## config.mk

```make
export PLATFORM = sky130hd
export DESIGN_NAME = ks_cell
export DESIGN_NICKNAME = d
export VERILOG_FILES = /design/src/rtl/core/key_sorter_defines.svh /design/src/rtl/core/ks_pkg.sv /design/src/rtl/core/ks_cell.sv
export SDC_FILE = /design/constraint.sdc
export NUM_CORES = 1
export LEC_CHECK = 0
export BUFFER_PORTS_ARGS = -buffer_cell sky130_fd_sc_hd__buf_2
export CAP_MARGIN = 15
export CORE_UTILIZATION = 27
export CTS_CLUSTER_DIAMETER = 30
export DETAILED_ROUTE_END_ITERATION = 6
export GPL_TIMING_DRIVEN = 1
export HOLD_SLACK_MARGIN = 0.15
export PLACE_DENSITY_LB_ADDON = 0.05
export SETUP_SLACK_MARGIN = 0.4
export SYNTH_ARGS = -nofsm -noshare
export SYNTH_HDL_FRONTEND = slang
export SYNTH_SLANG_ARGS = --single-unit
export TNS_END_PERCENT = 20
```

## constraint.sdc

```tcl
create_clock -name clk_i -period 2.7 [get_ports clk_i]
set_input_delay 0.27 -clock clk_i [delete_from_list [all_inputs] [get_ports clk_i]]
set_output_delay 0.27 -clock clk_i [all_outputs]
set_load 0.02 [all_outputs]
```

## src/rtl/core/key_sorter_defines.svh

```systemverilog
// Assertion macros for the key sorter.
`ifndef KEY_SORTER_DEFINES_SVH
`define KEY_SORTER_DEFINES_SVH

// Check that the consequent holds in the same cycle as the antecedent.
`define KS_ASSERT_SAME(lbl, ante, cons, msg) \
  lbl: assert property (@(posedge clk_i) disable iff (!rst_ni) (ante) |-> (cons)) \
    else $error(msg);

// Check that the consequent holds in the cycle after the antecedent.
`define KS_ASSERT_NEXT(lbl, ante, cons, msg) \
  lbl: assert property (@(posedge clk_i) disable iff (!rst_ni) (ante) |=> (cons)) \
    else $error(msg);

`endif

```

## src/rtl/core/ks_pkg.sv

```systemverilog
package ks_pkg;

  localparam int unsigned KEY_W      = 32;
  localparam int unsigned CFG_IDX_W  = 8;
  localparam int unsigned CFG_DATA_W = 32;

  typedef enum logic [CFG_IDX_W-1:0] {
    REG_SORT_DESC   = 8'd0,
    REG_KEYS_SIGNED = 8'd1
  } reg_idx_e;

  typedef enum logic [1:0] {
    SEL_HOLD  = 2'd0,
    SEL_LEFT  = 2'd1,
    SEL_RIGHT = 2'd2
  } sel_e;

  typedef struct packed {
    sel_e sel;
    logic desc;
    logic sgn;
  } ks_ctrl_t;

endpackage

```

## src/rtl/core/ks_cell.sv

```systemverilog
module ks_cell #(
  parameter int unsigned KEY_BITS = 32
) (
  input  logic                clk_i,
  input  logic                rst_ni,
  input  ks_pkg::ks_ctrl_t    ctrl_i,
  input  logic                left_valid_i,
  input  logic [KEY_BITS-1:0] left_key_i,
  input  logic                right_valid_i,
  input  logic [KEY_BITS-1:0] right_key_i,
  output logic                valid_o,
  output logic [KEY_BITS-1:0] key_o,
  output logic                gt_o
);

  localparam logic [KEY_BITS-1:0] SignMask = KEY_BITS'(1) << (KEY_BITS - 1);

  logic                valid_q, valid_d;
  logic [KEY_BITS-1:0] key_q, key_d;
  logic [KEY_BITS-1:0] own_ord, right_ord;

  always_comb begin
    own_ord   = key_q ^ (ctrl_i.sgn ? SignMask : '0);
    right_ord = right_key_i ^ (ctrl_i.sgn ? SignMask : '0);
    if (ctrl_i.desc) begin
      own_ord   = ~own_ord;
      right_ord = ~right_ord;
    end
  end

  // An empty cell orders after every key.
  assign gt_o = right_valid_i && (!valid_q || (own_ord > right_ord));

  always_comb begin
    valid_d = valid_q;
    key_d   = key_q;
    unique case (ctrl_i.sel)
      ks_pkg::SEL_HOLD: begin
      end
      ks_pkg::SEL_LEFT: begin
        valid_d = left_valid_i;
        key_d   = left_key_i;
      end
      ks_pkg::SEL_RIGHT: begin
        valid_d = right_valid_i;
        key_d   = right_key_i;
      end
      default: begin
      end
    endcase
  end

  always_ff @(posedge clk_i or negedge rst_ni) begin
    if (!rst_ni) begin
      valid_q <= 1'b0;
    end else begin
      valid_q <= valid_d;
    end
  end

  always_ff @(posedge clk_i) begin
    key_q <= key_d;
  end

  assign valid_o = valid_q;
  assign key_o   = key_q;

endmodule

```

After elaboration in Yosys (flattened, before gate mapping)

Index checks and enable logic that the tools add are counted.
Widths: inputs -> output; s select.

Bits in registers: 33
Input port bits: 72

Reductions and logical operators: 4
Bitwise gates (word level): 4
$lt $le $gt $ge: 1
Equality and inequality tests: 2
Mux-type cells: 5

Operators with widths:

| operator           | count |
|---|---|
| $mux 32            | 3 |
| $not 32->32        | 2 |
| $pmux 32 s2        | 1 |
| $xor 32x32->32     | 2 |
| $gt 32x32->1       | 1 |
| $eq 2x1->1 const B | 1 |
| $eq 2x2->1 const B | 1 |
| $pmux 1 s2         | 1 |
| $reduce_bool 2->1  | 1 |
| $logic_and 1x1->1  | 1 |
| $logic_not 1->1    | 1 |
| $logic_or 1x1->1   | 1 |

Depth between registers and ports, before layout

Gate-level depths: netlist (run 1).

Word-level depth: 7
Mapped depth: 9
Depth with buffers taken out: 8

Least setup slack after synthesis (run 1)

No wires, ideal clock.

Path type: input to output
Start: in ctrl_i[1] (netlist bit)
End: out gt_o
Slack: 220 ps
Stages: 9
Data arrival time: 2210 ps
Path buffers: 2
Data required time: 2430 ps
Cell sequence: buf_2 -> buf_2 -> xor2_1 -> ha_1 -> nand4_2 -> nor4_2 -> a21boi_2 -> o311ai_1 -> a21oi_1

Word-level cells in the longest chain between the ends: 4

RTL lines:

| what                  | line          | source |
|---|---|---|
| start: declaration    | ks_cell.sv:6  | `input ks_pkg::ks_ctrl_t ctrl_i,` |
| $mux 32               | ks_cell.sv:25 | `if (ctrl_i.desc) begin` |
| $gt 32x32->1 (*)      | ks_cell.sv:32 | `assign gt_o = right_valid_i && (!valid_q \|\| (own_ord > right_ord));` |
| $logic_or 1x1->1 (*)  | ks_cell.sv:32 |  |
| $logic_and 1x1->1 (*) | ks_cell.sv:32 |  |
| end: declaration      | ks_cell.sv:13 | `output logic gt_o` |

Mark *: on every way between the ends. The rest lies on a longest branch, timed or not.

Worst setup path after layout (run 1)

Start: reg key_q[14], in the netlist key_o[14]
End: out gt_o

Word-level cells in the longest chain between the ends: 6

RTL lines:

| what                     | line          | source |
|---|---|---|
| start: declaration       | ks_cell.sv:19 | `logic [KEY_BITS-1:0] key_q, key_d;` |
| start signal: assignment | ks_cell.sv:62 | `key_q <= key_d;` |
| $xor 32x32->32 (*)       | ks_cell.sv:23 | `own_ord = key_q ^ (ctrl_i.sgn ? SignMask : '0);` |
| $not 32->32              | ks_cell.sv:26 | `own_ord = ~own_ord;` |
| $mux 32 (*)              | ks_cell.sv:25 |  |
| $gt 32x32->1 (*)         | ks_cell.sv:32 |  |
| $logic_or 1x1->1 (*)     | ks_cell.sv:32 |  |
| $logic_and 1x1->1 (*)    | ks_cell.sv:32 |  |

Marked as above.

==> summary.md, run 1 <==
| Metric | Value |
|---|---|
| Pwr dens | `slightly above 500 nW/um^2` |
| Type of the tightest min-delay check | `in2reg` |
| Hpwl dp | `5100 um` |
| Synthesized area | `between 2000 and 3000 um^2` |
| Setup crit start kind | `register` |
| CP max FO | `3` |
| Critical path buffers and inverters | `1` |
| Arrival @ worst endpoint | `between 2 and 2.5 ns` |
| Die height | `102 um` |
| Max H-tree Level | `2` |
| Port bufs | `approximately 110` |
| Setup crit end kind | `primary output` |
| Fin Setup TNS | `0 ns` |
| Crit Path Category | `reg2out` |
| CP max stage delay | `0.41 ns` |
| Iteration-0 DRC Markers | `27` |
| Most frequent cells in the layout | `buf_2, xnor2_1, mux2_2, edfxtp_1` |
| Most common cell after layout, fill and taps aside | `buf_2` |
| Largest net degree at the start of global routing | `32` |
| Cell total after placement | `roughly 470` |
| Setup-failing EPs final | `0` |
| Seq. cell area | `roughly 1000 um^2` |
| CTS tree | `built` |
| Die ar. | `between 10000 and 15000 um^2` |
| CTS sink count | `33` |
| Max-Slew Margin vs Limit | `0.684` |
| Yosys cell types | `32` |
| Area after DPL | `approximately 3500 um^2` |
| Clk_lat worst skew | `approximately 0.28 ns` |
| Buffers from clock root to sink, at most | `2` |
| Drt wl/cell | `between 10 and 15 um` |
| Design Area, Final | `approximately 3600 um^2` |
| TritonCTS Buffers | `5` |
| Worst flop-to-flop path startpoint | `valid_o` |
| Num rows | `36` |
| Post-synthesis sequential area ratio | `0.364` |
| Reg2reg path depth | `2` |
| Via/cell ratio | `between 4 and 5` |
| Worst R2R Setup Slack | `a little over 2 ns` |
| Unrepaired setup endpoints after global routing | `yes` |
| Pins Over Slew Limit | `0` |
| Critical path origin | `key_o[14]` |
| Via count | `between 2000 and 2500` |
| Fraction of layout cells with a size suffix above 1 | `0.468` |
| Reg2Reg Capture Point | `valid_o` |
| Fin Clk Skew | `0 ns` |
| Non-filler instance count after layout | `between 400 and 500` |
| Critical path depth | `8` |
| # DRC | `0` |
| Post-synthesis cell count | `between 200 and 250` |
| CP endpoint | `gt_o` |
| Initial core utilization | `0.277` |
| Worst slew pin tran | `0.473 ns` |
| Fillers | `around 1100` |
| Nets | `447` |
| Antenna fix cells | `0` |
| Routability cong. | `just over 0.7` |
| Max cap viols | `0` |
| Syn Nets | `334` |
| F_max | `between 300 and 400 MHz` |
| Synth warn | `0` |
| P&R area growth vs syn | `32.7%` |
| Average size of a mapped cell | `11.8 um^2` |
| Total GRT Usage | `0.123` |
| Leak pwr | `1.54 nW` |
| Hold Violations, Final | `0` |
| Number of routed nets with antenna violations | `0` |
| Clock-pin slew on the worst setup and hold paths | `~0.07 ns` |
| Initial antenna violation count | `0` |
| Pre-Repair DR Iteration Count | `4` |
| Multi-input logic area | `1710 um^2` |
| Die span in x | `102 um` |
| First-pass GRT wire length | `between 9000 and 10000 um` |
| Status | `complete, no violations` |
| Crit-path leading delay family | `compound AO/OA/AOI/OAI gates` |
| Root Driver | `clkbuf_8` |
| Final period utilization | `0.968` |
| Routed WL | `6220 um` |
| Overflow after GRT | `0` |
| I/O pin count | `between 100 and 150` |
| CORE AREA | `~9800 um^2` |
| CP required | `around 2.4 ns` |
| Worst VDD drop | `0.000204 V` |
| CP max stage cell | `edfxtp_1` |
| Post-layout min period | `approximately 2.6 ns` |
| Worst hold path depth | `2` |
| Vias in the first global route | `between 2000 and 2500` |
| Critical-path cell list | `xor2_1 > ha_1 > a21oi_1 > nand2_1 > a221o_1 > o311ai_2 > a21oi_2 > buf_6` |
| Synth Register Bits | `33` |
==> registers in the layout, indices dropped and copies added, names as in the netlist <==
register  cells
valid_o       1
key_o        32
==> cells in the mapped netlist <==
cell / n / area [um^2]
o311ai_1: 1 / 8.76
nand2_1: 8 / 30.0
nand3b_1: 1 / 7.51
ha_1: 32 / 400
nand4_1: 5 / 31.3
buf_2: 10 / 50.1
and3b_1: 1 / 8.76
nand4_2: 1 / 12.5
xor2_1: 31 / 272
a2111oi_0: 1 / 8.76
nor2_1: 2 / 7.51
nor3b_1: 1 / 7.51
a22oi_1: 1 / 7.51
and3_1: 1 / 6.26
a21o_1: 2 / 15.0
a21boi_2: 1 / 11.3
nor2b_1: 1 / 6.26
edfxtp_1: 32 / 961
a221o_1: 1 / 10.0
clkbuf_1: 1 / 3.75
o21a_1: 1 / 7.51
nand2b_1: 1 / 6.26
o21ai_0: 4 / 20.0
o211ai_1: 3 / 22.5
dfrtp_1: 1 / 25.0
nor4_2: 1 / 12.5
a21oi_1: 13 / 65.1
nand3_1: 4 / 20.0
mux2_2: 32 / 360
mux2i_1: 1 / 10.0
inv_1: 2 / 7.51
xnor2_1: 33 / 289
==> power by group <==
part / total [W] / internal (W) / switching [W]
Clock: 0.000372 / 0.000184 / 0.000188
Combinational: 0.000767 / 0.000349 / 0.000418
Sequential: 0.000706 / 0.000654 / 0.0000521
Total: 0.00184 / 0.00119 / 0.000658
==> final cells by class <==
type / count / area share
multi-input combinational: 184 / 0.474
tap: 133 / 0.0462
timing repair buffer: 117 / 0.181
sequential: 33 / 0.274
inverter: 2 / 0.00209
clock buffer: 8 / 0.0223
==> routing by layer <==
metal / global-route usage / vias to the layer above / wire length [um]
li1: - / 1063 / -
met3: 0.0274 / 5 / 337
met2: 0.199 / 66 / 2870
met1: 0.166 / 918 / 2960
met4: 0.0297 / 0 / 49
met5: 0 / - / 0
==> kinds of logic (layout without fill, tap and decap cells) <==
| family | Yosys count | count (layout) | share of synthesized area |
|---|---|---|---|
| adder cells (fa/ha/maj) | 32 | 32 | 0.148 |
| buffers and inverters | 13 | 127 | 0.0226 |
| flip-flops | 33 | 33 | 0.364 |
| multiplexers | 33 | 33 | 0.137 |
| XOR/XNOR | 64 | 64 | 0.207 |
| AO/OA/AOI/OAI | 28 | 28 | 0.0651 |
| AND/OR/NAND/NOR | 27 | 27 | 0.0577 |
==> per-stage QoR <==
| stage | hold slack [ns] | util | setup WS [ns] | total power (W) |
|---|---|---|---|---|
| after CTS | 0.274 | 0.365 | 0.0772 | 0.00187 |
| after detailed placement | 0.0478 | 0.354 | 0.133 | 0.00147 |
| final | 0.284 | 0.368 | 0.0862 | 0.00184 |
| after global routing | 0.269 | 0.368 | -0.0641 | 0.00200 |
| after floorplan | -0.0256 | - | 0.403 | 0.00122 |
| after global placement | 0.0461 | 0.354 | 0.172 | 0.00148 |
==> how the worst min path moves through the flow <==
stage,end,from
detailed placement,valid_o,rst_ni
finish,key_o[10],left_key_i[10]
global route,key_o[9],left_key_i[9]
CTS,valid_o,rst_ni
global placement,valid_o,rst_ni
floorplan,valid_o,rst_ni
==> what timing repair did <==
| item | 4_1_cts | 5_1_grt |
|---|---|---|
| pin swaps | 3 | 5 |
| buffers inserted | 2 | 1 |
| resized for setup | 1 | 3 |
| endpoints found under the hold margin | 1 | 0 |
| setup endpoints to repair | 1 | 1 |
| hold buffers | 1 | 0 |
(Power assumes the default switching activity.)
==> run 2: changes to the inputs <==
CORE_UTILIZATION = 25   (was 27)
==> summary.md, run 2 (synthesized netlist as in run 1, its figures left out) <==
| Metric | Value |
|---|---|
| Status | `complete, no violations` |
| Nets | `449 (+0.45%)` |
| Unrepaired setup endpoints after global routing | `yes` |
| CP endpoint | `gt_o` |
| I/O pin count | `106 (unchanged)` |
| CP required | `2.43 ns (about the same)` |
| Iteration-0 DRC Markers | `23 (-15%)` |
| Hpwl dp | `5350 um (+4.8%)` |
| Worst R2R Setup Slack | `2.04 ns (about the same)` |
| Number of routed nets with antenna violations | `0 (unchanged)` |
| CP max FO | `2 (-1)` |
| Vias in the first global route | `2103 (+4.7%)` |
| Setup crit start kind | `register` |
| Leak pwr | `1.56 nW (+1.1%)` |
| Die height | `106 um (+3.8%)` |
| Via count | `2071 (+0.93%)` |
| Drt wl/cell | `13.5 um (+3.3%)` |
| Antenna fix cells | `0 (unchanged)` |
| CTS sink count | `33 (unchanged)` |
| Buffers from clock root to sink, at most | `2 (unchanged)` |
| F_max | `390 MHz (+1.9%)` |
| Hold Violations, Final | `0 (unchanged)` |
| First-pass GRT wire length | `10500 um (+8.2%)` |
| Routed WL | `6490 um (+4.4%)` |
| Routability cong. | `0.718 (+1.4%)` |
| Post-layout min period | `2.57 ns (-0.0486 ns)` |
| Setup-failing EPs final | `0 (unchanged)` |
| TritonCTS Buffers | `5 (unchanged)` |
| Hold_ws | `0.282 ns (-0.00153 ns)` |
| Die span in x | `106 um (+3.8%)` |
| Most common cell after layout, fill and taps aside | `buf_2` |
| Design Area, Final | `3640 um^2 (+1.1%)` |
| Max FFs per register | `32 (unchanged)` |
| Overflow after GRT | `0 (unchanged)` |
| # DRC | `0 (unchanged)` |
| Most frequent cells in the layout | `buf_2, xnor2_1, mux2_2, edfxtp_1` |
| Area after DPL | `3510 um^2 (+1.4%)` |
| Setup crit end kind | `primary output` |
| Fin Clk Skew | `0 ns (unchanged)` |
| CTS tree | `built` |
| Crit Path Category | `reg2out` |
| Arrival @ worst endpoint | `2.30 ns (-0.04 ns)` |
| Non-filler instance count after layout | `482 (+1.0%)` |
| Pre-Repair DR Iteration Count | `3 (-1)` |
| Cell total after placement | `469 (+0.86%)` |
| Total GRT Usage | `0.121 (-0.00135)` |
| Reg2Reg Capture Point | `valid_o` |
| Clk_lat worst skew | `0.28 ns (about the same)` |
| Initial core utilization | `0.260 (-0.0171)` |
| Max cap viols | `0 (unchanged)` |
| Worst VDD drop | `0.000182 V (-11%)` |
| P&R area growth vs syn | `34.1%` |
| Largest net degree at the start of global routing | `19 (-41%)` |
| Type of the tightest min-delay check | `in2reg` |
| Reg2reg path depth | `2 (unchanged)` |
| Via/cell ratio | `4.30 (-0.12%)` |
| Root Driver | `clkbuf_8` |
| Num rows | `37 (+2.8%)` |
| Worst slew pin tran | `0.485 ns (+0.0116 ns)` |
| Final period utilization | `0.950 (-0.0180)` |
| Max-Slew Margin vs Limit | `0.677 (-0.00777)` |
| Initial antenna violation count | `0 (unchanged)` |
| Final Power | `0.00185 W (+0.44%)` |
| Clock-pin slew on the worst setup and hold paths | `0.07 ns (about the same)` |
| Port bufs | `105 (unchanged)` |
| Die ar. | `11300 um^2 (+7.8%)` |
| Pins Over Slew Limit | `0 (unchanged)` |
| Critical path origin | `key_o[11]` |
| CORE AREA | `10400 um^2 (+6.6%)` |
| Fraction of layout cells with a size suffix above 1 | `0.471 (+0.00308)` |
| Max H-tree Level | `2 (unchanged)` |
| Worst flop-to-flop path startpoint | `valid_o` |
| Pwr dens | `509 nW/um^2 (-0.64%)` |
==> run 2: cell types whose count changed in the layout (fill, tap and decap cells not counted) <==
cell     change
buf_12       +3
buf_4        -1
nand4_2      +1
nand4_4      -1
nor4_2       +1
nor4_4       -1
==> run 2: metal layers <==
metal  share of wire  vias up  GRT usage
met1            0.44      942      0.152
met3           0.057        5     0.0307
met4          0.0088        0     0.0357
met5               0        -          0
met2            0.49       58      0.205
li1                -     1066          -
==> run 2: area by class of cell <==
| cell class | instances | area [um^2] |
|---|---|---|
| sequential | 33 | 986 |
| tap | 136 | 170 |
| timing repair buffer | 119 | 704 |
| fill | 1117 | 6780 |
| multi-input combinational | 184 | 1690 |
| clock buffer | 8 | 80.1 |
| inverter | 2 | 7.51 |
==> run 2: worst min path at each step <==
stage              startpoint   endpoint  slack (ns)  depth (start not counted)
6_report       left_key_i[17]  key_o[17]        0.28                          2
4_1_cts         left_key_i[7]   key_o[7]        0.26                          2
3_3_place_gp           rst_ni    valid_o        0.05                          1
5_1_grt         left_key_i[4]   key_o[4]        0.27                          2
2_1_floorplan          rst_ni    valid_o       -0.03                          0
3_5_place_dp           rst_ni    valid_o        0.05                          1
==> run 2: worst max-delay path, cell delays in order (launching register included) <==
cell and delay (ns):
edfxtp_1 0.41, xor2_1 0.17, ha_1 0.31, nand4_1 0.14
nor4_2 0.33, a21boi_2 0.23, o311ai_2 0.12, a21oi_2 0.17
buf_6 0.13
==> run 2: metrics by stage <==
step           setup TNS [ns]  utilization  setup WS, ns
2_1_floorplan               0            -         0.403
3_3_place_gp                0        0.337         0.159
3_5_place_dp                0        0.337         0.115
4_1_cts                     0        0.347        0.0491
5_1_grt               -0.0373        0.349       -0.0373
6_report                    0        0.349         0.135
==> run 2: timing repair <==
item,in CTS,in global routing
setup buffers,1,3
resized for setup,1,1
hold buffers,1,0
setup endpoints to repair,1,1
pin swaps,3,8
endpoints found under the hold margin,1,0
==> run 2: report_power, final <==
| part | internal, W | switching [W] |
|---|---|---|
| Clock | 0.000184 | 0.000194 |
| Combinational | 0.000360 | 0.000409 |
| Sequential | 0.000653 | 0.0000527 |
==> run 3: changes to the inputs <==
CTS_BUF_LIST = sky130_fd_sc_hd__clkbuf_8   (was default)
HOLD_SLACK_MARGIN = default   (was 0.15)
==> summary.md, run 3 (synthesized netlist as in run 1, its figures left out) <==
| Metric | Value |
|---|---|
| Most common cell after layout, fill and taps aside | `buf_2` |
| Type of the tightest min-delay check | `in2reg` |
| Combinational share of power | `0.417 (+0.002)` |
| Pins Over Slew Limit | `0 (unchanged)` |
| Hpwl dp | `5350 um (unchanged)` |
| Pwr dens | `507 nW/um^2 (-0.53%)` |
| Max-Slew Margin vs Limit | `0.677 (unchanged)` |
| Worst VDD drop | `0.000182 V (unchanged)` |
| CTS tree | `built` |
| Buffers from clock root to sink, at most | `2 (unchanged)` |
| CTS sink count | `33 (unchanged)` |
| Number of routed nets with antenna violations | `0 (unchanged)` |
| Root Driver | `clkbuf_8` |
| Arrival @ worst endpoint | `2.29 ns (about the same)` |
| Routability cong. | `0.718 (unchanged)` |
| Max FFs per register | `32 (unchanged)` |
| Worst hold path depth | `2 (unchanged)` |
| Max cap viols | `0 (unchanged)` |
| Drt wl/cell | `13.5 um (about the same)` |
| Reg2reg path depth | `2 (unchanged)` |
| Initial core utilization | `0.260 (unchanged)` |
| Port bufs | `105 (unchanged)` |
| Total GRT Usage | `0.121 (unchanged)` |
| Worst slew pin tran | `0.485 ns (unchanged)` |
| Setup-failing EPs final | `0 (unchanged)` |
| Routed WL | `6500 um (about the same)` |
| Nets | `449 (unchanged)` |
| Hold Startpoint | `left_key_i[17]` |
| Overflow after GRT | `0 (unchanged)` |
| Fin Setup TNS | `0 ns (unchanged)` |
| CORE AREA | `10400 um^2 (unchanged)` |
| Antenna fix cells | `0 (unchanged)` |
| Hold Violations, Final | `0 (unchanged)` |
| Status | `complete, no violations` |
| Vias in the first global route | `2103 (unchanged)` |
| Worst Hold End | `key_o[17]` |
| Fillers | `1117 (unchanged)` |
| Crit Path Category | `reg2out` |
| Sw Pwr | `0.000657 W (+0.23%)` |
| Setup crit start kind | `register` |
| Most frequent cells in the layout | `buf_2, xnor2_1, mux2_2, edfxtp_1` |
| Setup crit end kind | `primary output` |
| Register share of total power | `0.383 (+0.002)` |
| F_max | `390 MHz (+0.13%)` |
| CP max FO | `2 (unchanged)` |
| # DRC | `0 (unchanged)` |
| Iteration-0 DRC Markers | `23 (unchanged)` |
| Clk_lat worst skew | `0.28 ns (about the same)` |
| Initial antenna violation count | `0 (unchanged)` |
| Num rows | `37 (unchanged)` |
| Clock-pin slew on the worst setup and hold paths | `0.07 ns (about the same)` |
| Largest net degree at the start of global routing | `19 (unchanged)` |
| Core Util, Final | `0.349 (unchanged)` |
| Worst R2R Setup Slack | `2.04 ns (about the same)` |
| Leak pwr | `1.57 nW (+0.80%)` |
| Die ar. | `11300 um^2 (unchanged)` |
| Clk pwr share | `0.200 (-0.004)` |
| Internal power | `0.00119 W (-0.95%)` |
| Fin Clk Skew | `0 ns (unchanged)` |
| Sw Share | `0.357 (+0.00271)` |
| Post-layout min period | `2.56 ns (-0.00345 ns)` |
| Final period utilization | `0.949 (-0.00128)` |
| Area after DPL | `3510 um^2 (unchanged)` |
| TritonCTS Buffers | `5 (unchanged)` |
| Pre-Repair DR Iteration Count | `3 (unchanged)` |
| Fraction of layout cells with a size suffix above 1 | `0.471 (unchanged)` |
| Unrepaired setup endpoints after global routing | `yes` |
| I/O pin count | `106 (unchanged)` |
| Die height | `106 um (unchanged)` |
| First-pass GRT wire length | `10500 um (unchanged)` |
| Reg2Reg Capture Point | `valid_o` |
| P&R area growth vs syn | `34.1% (unchanged)` |
| Worst flop-to-flop path startpoint | `valid_o` |
| Via/cell ratio | `4.29 (about the same)` |
| Die span in x | `106 um (unchanged)` |
| Via count | `2070 (-0.048%)` |
| CP required | `2.43 ns (about the same)` |
| Max H-tree Level | `2 (unchanged)` |
| Hold_ws | `0.282 ns (-0.000422 ns)` |
| Design Area, Final | `3640 um^2 (unchanged)` |
## run 3: cell count changes in the layout (fill, tap and decap cells not counted), sizes merged
cell    delta
clkbuf     -3
inv        +3
## run 3: metal layers
metal / vias up / share of wire / track usage
met3: 5 / 0.057 / 0.0307
met2: 58 / 0.49 / 0.205
met5: - / 0 / 0
met1: 941 / 0.44 / 0.152
met4: 0 / 0.0088 / 0.0357
li1: 1066 / - / -
## run 3: worst max-delay path, stage by stage, from the launching register on
cell and delay [ns]:
edfxtp_1 0.41, xor2_1 0.17, ha_1 0.31, nand4_1 0.14
nor4_2 0.33, a21boi_2 0.23, o311ai_2 0.12, a21oi_2 0.17
buf_6 0.13
## run 3: what timing repair did
item / in CTS / in global routing
endpoints found under the hold margin: 1 / 0
setup endpoints to repair: 1 / 1
setup buffers: 1 / 3
gates resized for setup: 1 / 1
pin swaps: 3 / 8
hold buffers: 1 / 0
## run 3: worst max-delay path by stage
stage / startpoint / to / slack (ns) / cells after the start
global route: key_o[10] / gt_o / -0.04 / 8
floorplan: ctrl_i[1] / gt_o / 0.40 / 9
detailed placement: ctrl_i[1] / gt_o / 0.12 / 10
finish: key_o[11] / gt_o / 0.14 / 8
global placement: ctrl_i[1] / gt_o / 0.16 / 10
CTS: key_o[11] / gt_o / 0.05 / 8
## run 3: power by group through the flow
stage	logic (W)	clock network, W	registers (W)
6_report	0.000769	0.000368	0.000706
5_1_grt	0.000872	0.000406	0.000716
4_1_cts	0.000774	0.000392	0.000709
3_5_place_dp	0.000761	0	0.000721
3_3_place_gp	0.000763	0	0.000722
2_1_floorplan	0.000419	0	0.000805
## run 3: through the flow
step	setup slack (ns)	power [W]	cells
2_1_floorplan	0.403	0.00122	230
3_3_place_gp	0.159	0.00149	469
3_5_place_dp	0.115	0.00148	469
4_1_cts	0.0491	0.00188	479
5_1_grt	-0.0373	0.00199	482
6_report	0.138	0.00184	482
## run 3: cell type report
type | instances | area (um^2) | area share
multi-input combinational | 184 | 1690 | 0.464
sequential | 33 | 986 | 0.271
timing repair buffer | 119 | 704 | 0.194
tap | 136 | 170 | 0.0468
clock buffer | 5 | 68.8 | 0.0189
clock inverter | 3 | 11.3 | 0.00310
inverter | 2 | 7.51 | 0.00206
